`config.mk`:
```
export PLATFORM = sky130hd
export DESIGN_NAME = sum_checked_frame_parser
export DESIGN_NICKNAME = d
export VERILOG_FILES = /design/src/hdl/scfp_pkg.sv /design/src/hdl/scfp_ram.sv /design/src/hdl/scfp_datapath.sv /design/src/hdl/scfp_ctrl.sv /design/src/hdl/sum_checked_frame_parser.sv
export SDC_FILE = /design/constraint.sdc
export NUM_CORES = 1
export LEC_CHECK = 0
export BUFFER_PORTS_ARGS = -buffer_cell sky130_fd_sc_hd__buf_2
export CELL_PAD_IN_SITES_DETAIL_PLACEMENT = 1
export CELL_PAD_IN_SITES_GLOBAL_PLACEMENT = 2
export CORE_ASPECT_RATIO = 2
export CORE_UTILIZATION = 48
export DETAILED_ROUTE_END_ITERATION = 10
export PLACE_DENSITY_LB_ADDON = 0.1
export RECOVER_POWER = 50
export SETUP_SLACK_MARGIN = 0.02
export SYNTH_ARGS = -nofsm -noshare
export SYNTH_HDL_FRONTEND = slang
export SYNTH_HIERARCHICAL = 1
export SYNTH_SLANG_ARGS = --single-unit
```
`constraint.sdc`:
```
create_clock -name clk -period 3.4 [get_ports clk]
set_input_delay 0.34 -clock clk [delete_from_list [all_inputs] [get_ports clk]]
set_output_delay 0.34 -clock clk [all_outputs]
set_load 0.01 [all_outputs]
```
`src/hdl/scfp_pkg.sv`:
```
// ---------------------------------------------------------------------------
// scfp_pkg: shared definitions of the checksummed frame parser
// Field widths, status codes, configuration indexes and the structs that
// join the controller and the datapath.
// ---------------------------------------------------------------------------
package scfp_pkg;

  // Payload store depth, settled by the widths of byte_index and frame_length
  localparam int MAX_PAYLOAD = 64;

  localparam int BYTE_W   = 8;
  localparam int LEN_W    = 7;
  localparam int IDX_W    = 6;
  localparam int STATUS_W = 2;
  localparam int CFG_ADDR_W = 1;

  localparam logic [BYTE_W-1:0] MAX_PAYLOAD_B = BYTE_W'(MAX_PAYLOAD);
  localparam logic [LEN_W-1:0]  LEN_SAT       = {LEN_W{1'b1}};

  // Result status codes
  localparam logic [STATUS_W-1:0] ST_GOOD     = 2'd0;
  localparam logic [STATUS_W-1:0] ST_CHECKSUM = 2'd1;
  localparam logic [STATUS_W-1:0] ST_LENGTH   = 2'd2;

  // Configuration register indexes and reset values
  localparam logic [CFG_ADDR_W-1:0] REG_FIRST_HDR  = 1'b0;
  localparam logic [CFG_ADDR_W-1:0] REG_SECOND_HDR = 1'b1;
  localparam logic [BYTE_W-1:0]     FIRST_HDR_RST  = 8'd170;
  localparam logic [BYTE_W-1:0]     SECOND_HDR_RST = 8'd85;

  typedef struct packed {
    logic [STATUS_W-1:0] status;
    logic [BYTE_W-1:0]   command;
    logic [LEN_W-1:0]    frame_length;
    logic [IDX_W-1:0]    byte_index;
    logic [BYTE_W-1:0]   data_byte;
    logic                has_data;
    logic                last;
  } result_t;

  // Commands from the controller, each already qualified by its request
  typedef struct packed {
    logic take_cmd;      // command byte accepted
    logic take_len;      // length byte accepted and in range
    logic store_byte;    // payload byte accepted
    logic rd_start;      // checksum good, begin payload readout
    logic rd_advance;    // push one payload result, step the index
    logic push_err_len;  // push length error result
    logic push_chk_bad;  // push checksum mismatch result
    logic push_empty;    // push good result of an empty frame
  } ctrl_cmd_t;

  // Status from the datapath to the controller
  typedef struct packed {
    logic hdr1_match;
    logic hdr2_match;
    logic len_too_big;
    logic in_len_zero;
    logic held_len_zero;
    logic count_done;
    logic sum_match;
    logic out_free;
  } dp_status_t;

endpackage

```
`src/hdl/scfp_ram.sv`:
```
// ---------------------------------------------------------------------------
// scfp_ram: generic simple dual-port RAM
// One write port, one read port with registered read data.
// ---------------------------------------------------------------------------
module scfp_ram #(
  parameter int WIDTH = 8,
  parameter int DEPTH = 64
) (
  input  logic                     clk,
  input  logic                     we,
  input  logic [$clog2(DEPTH)-1:0] waddr,
  input  logic [WIDTH-1:0]         wdata,
  input  logic [$clog2(DEPTH)-1:0] raddr,
  output logic [WIDTH-1:0]         rdata
);

  logic [WIDTH-1:0] mem [DEPTH];

  always_ff @(posedge clk) begin
    if (we) begin
      mem[waddr] <= wdata;
    end
    rdata <= mem[raddr];
  end

endmodule

```
`src/hdl/scfp_datapath.sv`:
```
// ---------------------------------------------------------------------------
// scfp_datapath: frame parser datapath
// Header registers, command, length, count and sum registers, payload store
// and the output result register.
// ---------------------------------------------------------------------------
module scfp_datapath (
  input  logic                             clk,
  input  logic                             rst,
  input  logic                             cfg_we,
  input  logic [scfp_pkg::CFG_ADDR_W-1:0]  cfg_addr,
  input  logic [scfp_pkg::BYTE_W-1:0]      cfg_wdata,
  input  logic [scfp_pkg::BYTE_W-1:0]      in_byte,
  input  scfp_pkg::ctrl_cmd_t              cmd,
  output scfp_pkg::dp_status_t             st,
  input  logic                             out_ready,
  output logic                             out_valid,
  output scfp_pkg::result_t                out_res
);
  import scfp_pkg::*;

  logic [BYTE_W-1:0] first_hdr;
  logic [BYTE_W-1:0] second_hdr;
  logic [BYTE_W-1:0] held_command;
  logic [LEN_W-1:0]  held_length;
  logic [LEN_W-1:0]  byte_count;
  logic [BYTE_W-1:0] running_sum;
  logic [BYTE_W-1:0] rd_data;
  logic [LEN_W-1:0]  count_inc;
  logic [LEN_W-1:0]  len_sat;
  logic              push;
  result_t           res_push;

  assign count_inc = byte_count + LEN_W'(1);
  assign len_sat   = (in_byte > BYTE_W'(LEN_SAT)) ? LEN_SAT : in_byte[LEN_W-1:0];

  assign st.hdr1_match    = (in_byte == first_hdr);
  assign st.hdr2_match    = (in_byte == second_hdr);
  assign st.len_too_big   = (in_byte > MAX_PAYLOAD_B);
  assign st.in_len_zero   = (in_byte == '0);
  assign st.held_len_zero = (held_length == '0);
  assign st.count_done    = (count_inc == held_length);
  assign st.sum_match     = (in_byte == running_sum);
  assign st.out_free      = !out_valid || out_ready;

  // Configuration registers
  always_ff @(posedge clk) begin
    if (rst) begin
      first_hdr  <= FIRST_HDR_RST;
      second_hdr <= SECOND_HDR_RST;
    end else if (cfg_we) begin
      unique case (cfg_addr)
        REG_FIRST_HDR:  first_hdr  <= cfg_wdata;
        REG_SECOND_HDR: second_hdr <= cfg_wdata;
        default: ;
      endcase
    end
  end

  // Frame registers
  always_ff @(posedge clk) begin
    if (rst) begin
      held_command <= '0;
      held_length  <= '0;
      byte_count   <= '0;
      running_sum  <= '0;
    end else begin
      if (cmd.take_cmd) begin
        held_command <= in_byte;
        running_sum  <= in_byte;
      end
      if (cmd.take_len) begin
        held_length <= in_byte[LEN_W-1:0];
        running_sum <= running_sum + in_byte;
        byte_count  <= '0;
      end
      if (cmd.push_err_len) begin
        held_length <= '0;
      end
      if (cmd.store_byte) begin
        running_sum <= running_sum + in_byte;
        byte_count  <= count_inc;
      end
      if (cmd.rd_start) begin
        byte_count <= '0;
      end
      if (cmd.rd_advance) begin
        byte_count <= count_inc;
      end
    end
  end

  scfp_ram #(
    .WIDTH (BYTE_W),
    .DEPTH (MAX_PAYLOAD)
  ) u_payload_store (
    .clk   (clk),
    .we    (cmd.store_byte),
    .waddr (byte_count[IDX_W-1:0]),
    .wdata (in_byte),
    .raddr (byte_count[IDX_W-1:0]),
    .rdata (rd_data)
  );

  assign push = cmd.push_err_len | cmd.push_chk_bad | cmd.push_empty | cmd.rd_advance;

  always_comb begin
    res_push              = '0;
    res_push.command      = held_command;
    res_push.frame_length = held_length;
    res_push.last         = 1'b1;
    priority if (cmd.push_err_len) begin
      res_push.status       = ST_LENGTH;
      res_push.frame_length = len_sat;
    end else if (cmd.push_chk_bad) begin
      res_push.status = ST_CHECKSUM;
    end else if (cmd.push_empty) begin
      res_push.status = ST_GOOD;
    end else begin
      res_push.status     = ST_GOOD;
      res_push.byte_index = byte_count[IDX_W-1:0];
      res_push.data_byte  = rd_data;
      res_push.has_data   = 1'b1;
      res_push.last       = st.count_done;
    end
  end

  // Output register: load on push, drop once taken
  always_ff @(posedge clk) begin
    if (rst) begin
      out_valid <= 1'b0;
    end else if (push) begin
      out_valid <= 1'b1;
    end else if (out_ready) begin
      out_valid <= 1'b0;
    end
  end

  always_ff @(posedge clk) begin
    if (push) begin
      out_res <= res_push;
    end
  end

endmodule

```
`src/hdl/scfp_ctrl.sv`:
```
// ---------------------------------------------------------------------------
// scfp_ctrl: frame parser controller
// Tracks the frame phase and issues datapath commands per accepted byte and during the payload readout.
// ---------------------------------------------------------------------------
module scfp_ctrl (
  input  logic                 clk,
  input  logic                 rst,
  input  logic                 in_valid,
  output logic                 in_ready,
  input  scfp_pkg::dp_status_t st,
  output scfp_pkg::ctrl_cmd_t  cmd
);
  import scfp_pkg::*;

  typedef enum logic [2:0] {
    S_HUNT1,
    S_HUNT2,
    S_CMD,
    S_LEN,
    S_PAYLOAD,
    S_CHECK,
    S_RD_WAIT,
    S_RD_PUSH
  } state_t;

  state_t state;
  state_t state_next;
  logic   accept;

  assign accept = in_valid && in_ready;

  always_comb begin
    state_next = state;
    cmd        = '0;
    in_ready   = 1'b0;
    unique case (state)
      S_HUNT1: begin
        in_ready = 1'b1;
        if (accept && st.hdr1_match) begin
          state_next = S_HUNT2;
        end
      end
      S_HUNT2: begin
        in_ready = 1'b1;
        if (accept) begin
          state_next = st.hdr2_match ? S_CMD : S_HUNT1;
        end
      end
      S_CMD: begin
        in_ready = 1'b1;
        if (accept) begin
          cmd.take_cmd = 1'b1;
          state_next   = S_LEN;
        end
      end
      S_LEN: begin
        in_ready = st.out_free;
        if (accept) begin
          if (st.len_too_big) begin
            cmd.push_err_len = 1'b1;
            state_next       = S_HUNT1;
          end else begin
            cmd.take_len = 1'b1;
            state_next   = st.in_len_zero ? S_CHECK : S_PAYLOAD;
          end
        end
      end
      S_PAYLOAD: begin
        in_ready = 1'b1;
        if (accept) begin
          cmd.store_byte = 1'b1;
          if (st.count_done) begin
            state_next = S_CHECK;
          end
        end
      end
      S_CHECK: begin
        in_ready = st.out_free;
        if (accept) begin
          if (!st.sum_match) begin
            cmd.push_chk_bad = 1'b1;
            state_next       = S_HUNT1;
          end else if (st.held_len_zero) begin
            cmd.push_empty = 1'b1;
            state_next     = S_HUNT1;
          end else begin
            cmd.rd_start = 1'b1;
            state_next   = S_RD_WAIT;
          end
        end
      end
      S_RD_WAIT: begin
        state_next = S_RD_PUSH;
      end
      S_RD_PUSH: begin
        if (st.out_free) begin
          cmd.rd_advance = 1'b1;
          state_next     = st.count_done ? S_HUNT1 : S_RD_WAIT;
        end
      end
      default: state_next = S_HUNT1;
    endcase
  end

  always_ff @(posedge clk) begin
    if (rst) begin
      state <= S_HUNT1;
    end else begin
      state <= state_next;
    end
  end

endmodule

```
`src/hdl/sum_checked_frame_parser.sv`:
```
// ---------------------------------------------------------------------------
// sum_checked_frame_parser: header, length and checksum frame parser
// Hunts for two configured header bytes in a byte stream and returns the
// payload of each frame whose 8-bit sum checks, or one error result.
// ---------------------------------------------------------------------------
// Each request on the input stream carries one byte and is taken as soon as
// it is offered while the parser hunts for the headers or collects the
// command and payload; the length and checksum bytes wait only if the output
// register still holds a result that nobody has taken. After a good checksum
// the parser stops taking input and reads the payload back from its store:
// each payload byte passes a wait state for the registered read of the
// payload RAM and then a push state that loads the output register once it
// is free, so no new frame is taken before the readout has ended.
// A frame with an empty payload, a checksum mismatch or a length above the
// store depth gives one result with last set. The store needs no clearing
// after reset: only entries written in the current frame are read back.
// ---------------------------------------------------------------------------
module sum_checked_frame_parser (
  input  logic                             clk,
  input  logic                             rst,
  // Configuration write port
  input  logic                             cfg_we,
  input  logic [scfp_pkg::CFG_ADDR_W-1:0]  cfg_addr,
  input  logic [scfp_pkg::BYTE_W-1:0]      cfg_wdata,
  // Byte stream in
  input  logic                             s_axis_tvalid,
  output logic                             s_axis_tready,
  input  logic [7:0]                       s_axis_tdata,   // [7:0] rx_byte
  // Result stream out
  output logic                             m_axis_tvalid,
  input  logic                             m_axis_tready,
  // [1:0] status, [9:2] command, [16:10] frame_length, [22:17] byte_index,
  // [30:23] data_byte, [31] has_data
  output logic [31:0]                      m_axis_tdata,
  output logic                             m_axis_tlast
);
  import scfp_pkg::*;

  ctrl_cmd_t  cmd;
  dp_status_t st;
  result_t    out_res;

  // Sequence the frame phases and the readout
  scfp_ctrl u_ctrl (
    .clk      (clk),
    .rst      (rst),
    .in_valid (s_axis_tvalid),
    .in_ready (s_axis_tready),
    .st       (st),
    .cmd      (cmd)
  );

  // Hold headers, frame fields, payload and the pending result
  scfp_datapath u_datapath (
    .clk       (clk),
    .rst       (rst),
    .cfg_we    (cfg_we),
    .cfg_addr  (cfg_addr),
    .cfg_wdata (cfg_wdata),
    .in_byte   (s_axis_tdata),
    .cmd       (cmd),
    .st        (st),
    .out_ready (m_axis_tready),
    .out_valid (m_axis_tvalid),
    .out_res   (out_res)
  );

  // Pack the result, first field in the lowest bits
  assign m_axis_tdata = {out_res.has_data, out_res.data_byte, out_res.byte_index,
                         out_res.frame_length, out_res.command, out_res.status};
  assign m_axis_tlast = out_res.last;

  // Error results stand alone
  a_error_single: assert property (@(posedge clk) disable iff (rst)
    m_axis_tvalid && (out_res.status != ST_GOOD) |-> m_axis_tlast && !out_res.has_data)
    else $error("error result not a single result");

  // A result with no data always closes its run
  a_nodata_last: assert property (@(posedge clk) disable iff (rst)
    m_axis_tvalid && !out_res.has_data |-> m_axis_tlast)
    else $error("result without data does not close its run");

  // Payload results lie inside the frame
  a_index_range: assert property (@(posedge clk) disable iff (rst)
    m_axis_tvalid && out_res.has_data |->
      (LEN_W'(out_res.byte_index) < out_res.frame_length) && (out_res.status == ST_GOOD))
    else $error("payload index outside the frame");

  // A payload readout, once started, opens with input ready low
  a_no_input_in_readout: assert property (@(posedge clk) disable iff (rst)
    cmd.rd_start |=> !s_axis_tready)
    else $error("input taken during readout");

endmodule
```
# Word-level counts from Yosys, hierarchy flattened

Memory sizes are Yosys's and may differ from the RTL's. A register that Yosys moved wholly into a read port is not among the register bits.
Index checks and enable logic that the tools add are counted.

Flip-flop bits (word level): 83
Memories: 1
Memory bits (writable): 512
Word-level logic and storage cells: 112

Memory list:

| name                           | words | width | read ports | clocked after memory_dff | wr ports | RTL line       | source |
|---|---|---|---|---|---|---|---|
| u_datapath.u_payload_store.mem | 64    | 8     | 1          | 1                        | 1        | scfp_ram.sv:17 | `logic [WIDTH-1:0] mem [DEPTH];` |

Eq/ne operators: 19
Muxes and demuxes: 51
$lt $le $gt $ge: 2
Reductions and logical operators: 18
Add/subtract/negate cells: 2
Bitwise logic cells: 4

Operator list:

| operator                                                                 | count |
|---|---|
| 7-bit 2-to-1 mux                                                         | 6 |
| 3-bit 2-to-1 mux                                                         | 12 |
| 8-bit equality test                                                      | 3 |
| 1-bit 2-to-1 mux                                                         | 24 |
| 8-bit 2-to-1 mux                                                         | 3 |
| 3-bit case mux with 8 select lines                                       | 1 |
| 8-bit by 7-bit > comparator with 1-bit output (second input constant)    | 2 |
| 2-bit by 1-bit inequality test with 1-bit output (second input constant) | 7 |
| 3-bit equality test (second input constant)                              | 4 |
| 8-bit adder                                                              | 1 |
| 8-bit zero test                                                          | 1 |
| 2-bit 2-to-1 mux                                                         | 4 |
| 8-bit AND reduction                                                      | 1 |
| 7-bit by 1-bit adder with 7-bit output (second input constant)           | 1 |
| 7-bit equality test                                                      | 1 |
| 7-bit zero test                                                          | 1 |
| 3-bit by 2-bit equality test with 1-bit output (second input constant)   | 2 |
| 2-bit OR reduction                                                       | 3 |
| 2-bit AND reduction                                                      | 2 |
| 4-bit nonzero test                                                       | 1 |
| 4-bit OR reduction                                                       | 1 |
| 3-bit by 1-bit equality test with 1-bit output (second input constant)   | 1 |
| 3-bit zero test                                                          | 1 |
| 1-bit OR                                                                 | 3 |
| other kinds (9)                                                          | 10 |

# Longest topological paths before layout

Depth after elaboration: 10
Mapped depth: 12

# Cells and area by module

The synthesis kept the hierarchy.

Modules (own cells, without submodules):

| module        | cells an instance | area an instance (um^2) | times used | seq. area each (um^2) |
|---|---|---|---|---|
| scfp_ram      | 940               | 20166.8                 | 1          | 15534.9 |
| scfp_datapath | 389               | 3856.2                  | 1          | 1931.9 |
| scfp_ctrl     | 56                | 426.7                   | 1          | 60.1 |

# Worst setup path after synthesis

No wires, ideal clock.

Kind: input to register
Start point: in s_axis_tdata[5]
End point: reg, netlist name u_datapath/out_res[0]
Setup slack: 0.380 ns
Stages: 8
Library setup time: 0.485 ns
Buffers on the path: 1
Arrival: 2.535 ns
Path through: ha_1 nor4_1 nand2_1 nor4_1 nor4_1 nor3_2 buf_2 nand2_1

RTL lines:

| what        | RTL line                       | source |
|---|---|---|
| from (decl) | sum_checked_frame_parser.sv:28 | `input logic [7:0] s_axis_tdata,` |

==> flow_metrics.py <==
metrics = {
    "place": {
        "dp_hpwl_microns": 46300,
        "gp_congestion": 0.833,
        "port_buffers": 56,
        "dpl.cell_count": 2131,
    },
    "final_layout": {
        "antennaDiodeCount": 0,
        "synthToLayoutAreaGrowth_pct": 13.5,
        "final_cells": 2235,
        "seqCellArea_sq_um": 17500,
        "multiInputGateArea_sq_um": 6380,
        "drive_gt1_share_pct": 23.0,
        "finalNetCount": 1576,
        "fillers": 4647,
    },
    "yosys": {
        "synth_xor_area_share_pct": 1.07,
        "synth_top_family_by_area": "multiplexers",
        "ys.flop_type": "edfxtp_1",
        "synth_edf_count": 545,
        "netlist_instances": 1385,
        "yosysSeqAreaShare_pct": 71.7,
        "yosysTopAreaCell": "edfxtp_1",
        "syn_nets": 1416,
        "avgSynthCellArea_sq_um": 17.7,
        "yosysWarnings": 6,
        "synth_compound_area_share_pct": 3.96,
        "synth_top_area_share_pct": 66.9,
        "synthMuxAreaShare_pct": 13.8,
        "async_reset_ff_share_pct": 0,
        "yosys-top-cells-area": "edfxtp_1, mux4_2, dfxtp_1",
        "synthAdderAreaFrac_pct": 0.532,
        "syn-cell-area_sq_um": 24400,
        "synthSimpleGateAreaFrac_pct": 6.70,
        "synth_seq_cells": 603,
        "ys_types": 75,
    },
    "sta": {
        "fmax_ghz": 0.327,
        "finalCritPeriodShare_pct": 89.8,
        "tightest_slew_ps": 2210,
        "min_period_ps": 3050,
        "report.final.setup_viol": 0,
        "hold_viol_final": 0,
        "fin_skew_ps": 12.0,
        "setup_tns_ps": 0,
        "rsz0062_at_grt": "false",
        "maxSlewHeadroom_pct": -47.4,
        "maxSlewViolCount": 144,
    },
    "die": {
        "die-area_sq_um": 51900,
        "initial_core_util_pct": 48.7,
        "die_h_microns": 321,
        "fp.coreArea_sq_um": 50200,
        "die_w_microns": 162,
        "ioPinCount": 57,
        "rows": 116,
    },
    "cts": {
        "clock_path_buffers": 3,
        "ctsResizeCount": 0,
        "cts_tree": "yes",
        "clock-sinks": 603,
        "cts.reportedPaths.clkPinSlew_ps": 70,
        "worstSkewPairLatency_ps": 600,
        "cts_made_buffers": 54,
        "htreeDepth": 2,
        "cts_root_buf": "clkbuf_16",
    },
    "grt": {
        "grt_pass1_vias": 14400,
        "grt_max_degree": 72,
        "overflow": 0,
        "groute.usage.overall_pct": 26.6,
        "grt_pass1_wl_microns": 97200,
        "antenna_found_initial": 0,
    },
    "critical_path": {
        "critPathCaptureType": "register",
        "critPathKind": "reg2reg",
        "cp.arrival_ps": 3370,
        "slowest_delay_ps": 560,
        "crit_slowest_cell": "clkbuf_1",
        "worstPathCellList": "nor3_1 > clkbuf_1 > nor2b_1 > nand3_1 > nor2_1 > buf_4",
        "worstPathRequired_ps": 3710,
        "critPathLaunchType": "register",
        "worstPathMaxFanout": 15,
    },
    "detailed_routing": {
        "routed_wirelength_microns": 67100,
        "drt_iter0_drc": 938,
        "route.detailed.drc": 0,
        "dr.pass1.iters": 5,
        "vias_per_cell": 5.93,
        "wl_per_cell_microns": 30.0,
        "final_antenna_net_count": 0,
        "dr_total_vias": 13300,
    },
    "power_and_ir_drop": {
        "power_leakage_uw": 0.00862,
        "p_per_area_nw_per_um2": 516,
        "ir_drop_v": 0.000457,
    },
    "min_path": {
        "worstHoldPathType": "in2reg",
    },
    "outcome": {
        "violations": "max-capacitance violations, max-slew violations",
        "status": "finished with violations",
    },
    "job": {
        "maxCapViolations": 3,
    },
}
what timing repair did:
action,CTS,global route
setup endpoints to repair,0,0
hold buffers,7,0
endpoints found under the hold margin,11,0
setup buffers,0,0
cell type report:
| class | instances | area share, % |
|---|---|---|
| clock buffers | 67 | 5.12 |
| well taps | 649 | 2.93 |
| inverters | 13 | 0.176 |
| multi-input cells | 685 | 23.0 |
| flip-flops and latches | 603 | 63.2 |
| repair buffers | 188 | 4.64 |
| clock inverters | 30 | 0.938 |
worst paths after layout:
kind	from	to	slack (ps)	cells past startpoint
worst max-delay path	u_ctrl/state[1]	u_datapath/u_payload_store/mem[22][2]	350	6
worst min-delay path	cfg_wdata[4]	u_datapath/first_hdr[4]	30	3
worst max register to register	u_ctrl/state[1]	u_datapath/u_payload_store/mem[22][2]	350	6
worst min register to register	u_datapath/held_command[2]	u_datapath/out_res[25]	430	0
per-layer routing:
metal  track usage (%)  share of wire (%)  vias to the layer above
met5                 0                  0                        -
met4              15.6                6.3                        0
met3              2.91                3.6                      145
met2              50.7                 56                      346
met1              27.8                 34                     6977
li1                  -                  -                     5792
critical path: cells and delay by family (launching register included):
kind / cells / cell delay, ps
and+or+nand+nor: 4 / 1460
buffers and inverters: 2 / 780
DFF: 1 / 500
per-stage QoR:
stage	hold WS (ps)	setup slack (ps)	total power [uW]	utilization [%]	cell area, sq um
6_report	31.3	346	14300	55.3	27800
5_1_grt	45.3	255	14700	55.3	27800
4_1_cts	3.55	581	14500	55.5	27900
3_5_place_dp	418	614	8540	52.1	26100
3_3_place_gp	415	543	8530	52.1	26100
2_1_floorplan	402	380	8340	-	24400
state kept, by name (all words and copies together) (netlist names):
signal                            flops
u_datapath/u_payload_store/mem      512
u_datapath/out_res                   33
u_datapath/first_hdr                  8
u_datapath/held_command               8
u_datapath/running_sum                8
u_datapath/second_hdr                 8
u_datapath/u_payload_store/rdata      8
u_datapath/byte_count                 7
u_datapath/held_length                7
u_ctrl/state                          3
u_datapath/out_valid                  1
power breakdown:
part           switching (uW)  leakage (uW)  internal [uW]  total [uW]
logic                     218       0.00243           68.9         287
registers                14.9       0.00537           8070        8090
clock network            2690      0.000817           3270        5950
placed cells by master (no fill, tap or decap), types with 7 or more instances in the layout:
| cell | n |
|---|---|
| dlygate4sd3_1 | 7 |
| nand2b_1 | 20 |
| clkinv_1 | 10 |
| mux4_2 | 126 |
| nor2_1 | 131 |
| xor2_1 | 7 |
| clkinv_2 | 9 |
| o21ai_0 | 8 |
| nor4_1 | 7 |
| edfxtp_1 | 545 |
| o22ai_1 | 8 |
| ha_1 | 8 |
| dfxtp_1 | 53 |
| a21oi_1 | 36 |
| nand2_1 | 52 |
| nand3b_1 | 9 |
| buf_2 | 14 |
| clkbuf_16 | 55 |
| nor2b_1 | 21 |
| mux2i_1 | 40 |
| inv_1 | 12 |
| o221ai_1 | 8 |
| nand3_1 | 22 |
| clkbuf_1 | 71 |
| xnor2_1 | 23 |
| nor3_1 | 16 |
| o21ai_1 | 9 |
| mux2_2 | 13 |
| a221oi_1 | 9 |
| buf_12 | 10 |
| and2_1 | 16 |
| buf_4 | 94 |
cells by family after synthesis:
kind of cell	Yosys count
mux	179
flops	603
xor+xnor	30
simple gates	331
fa+ha+maj	10
compound gates	135
buf+inv	97
synth_stat cells (6+ instances only):
library cell  instances
edfxtp_1            545
nor2_1              131
mux4_2              126
dfxtp_1              58
nand2_1              52
mux2i_1              40
a21oi_1              36
clkbuf_1             30
buf_2                25
xnor2_1              23
nand3_1              22
nor2b_1              21
nand2b_1             20
and2_1               16
buf_4                16
nor3_1               16
mux2_2               13
inv_1                12
a221oi_1              9
nand3b_1              9
o21ai_1               9
ha_1                  8
o21ai_0               8
o221ai_1              8
o22ai_1               8
buf_6                 7
nor4_1                7
xor2_1                7
a211o_1               6
a211oi_1              6
a22oi_1               6
and3_1                6
nand4_1               6
No activity file was read; power rests on OpenSTA's default activity.
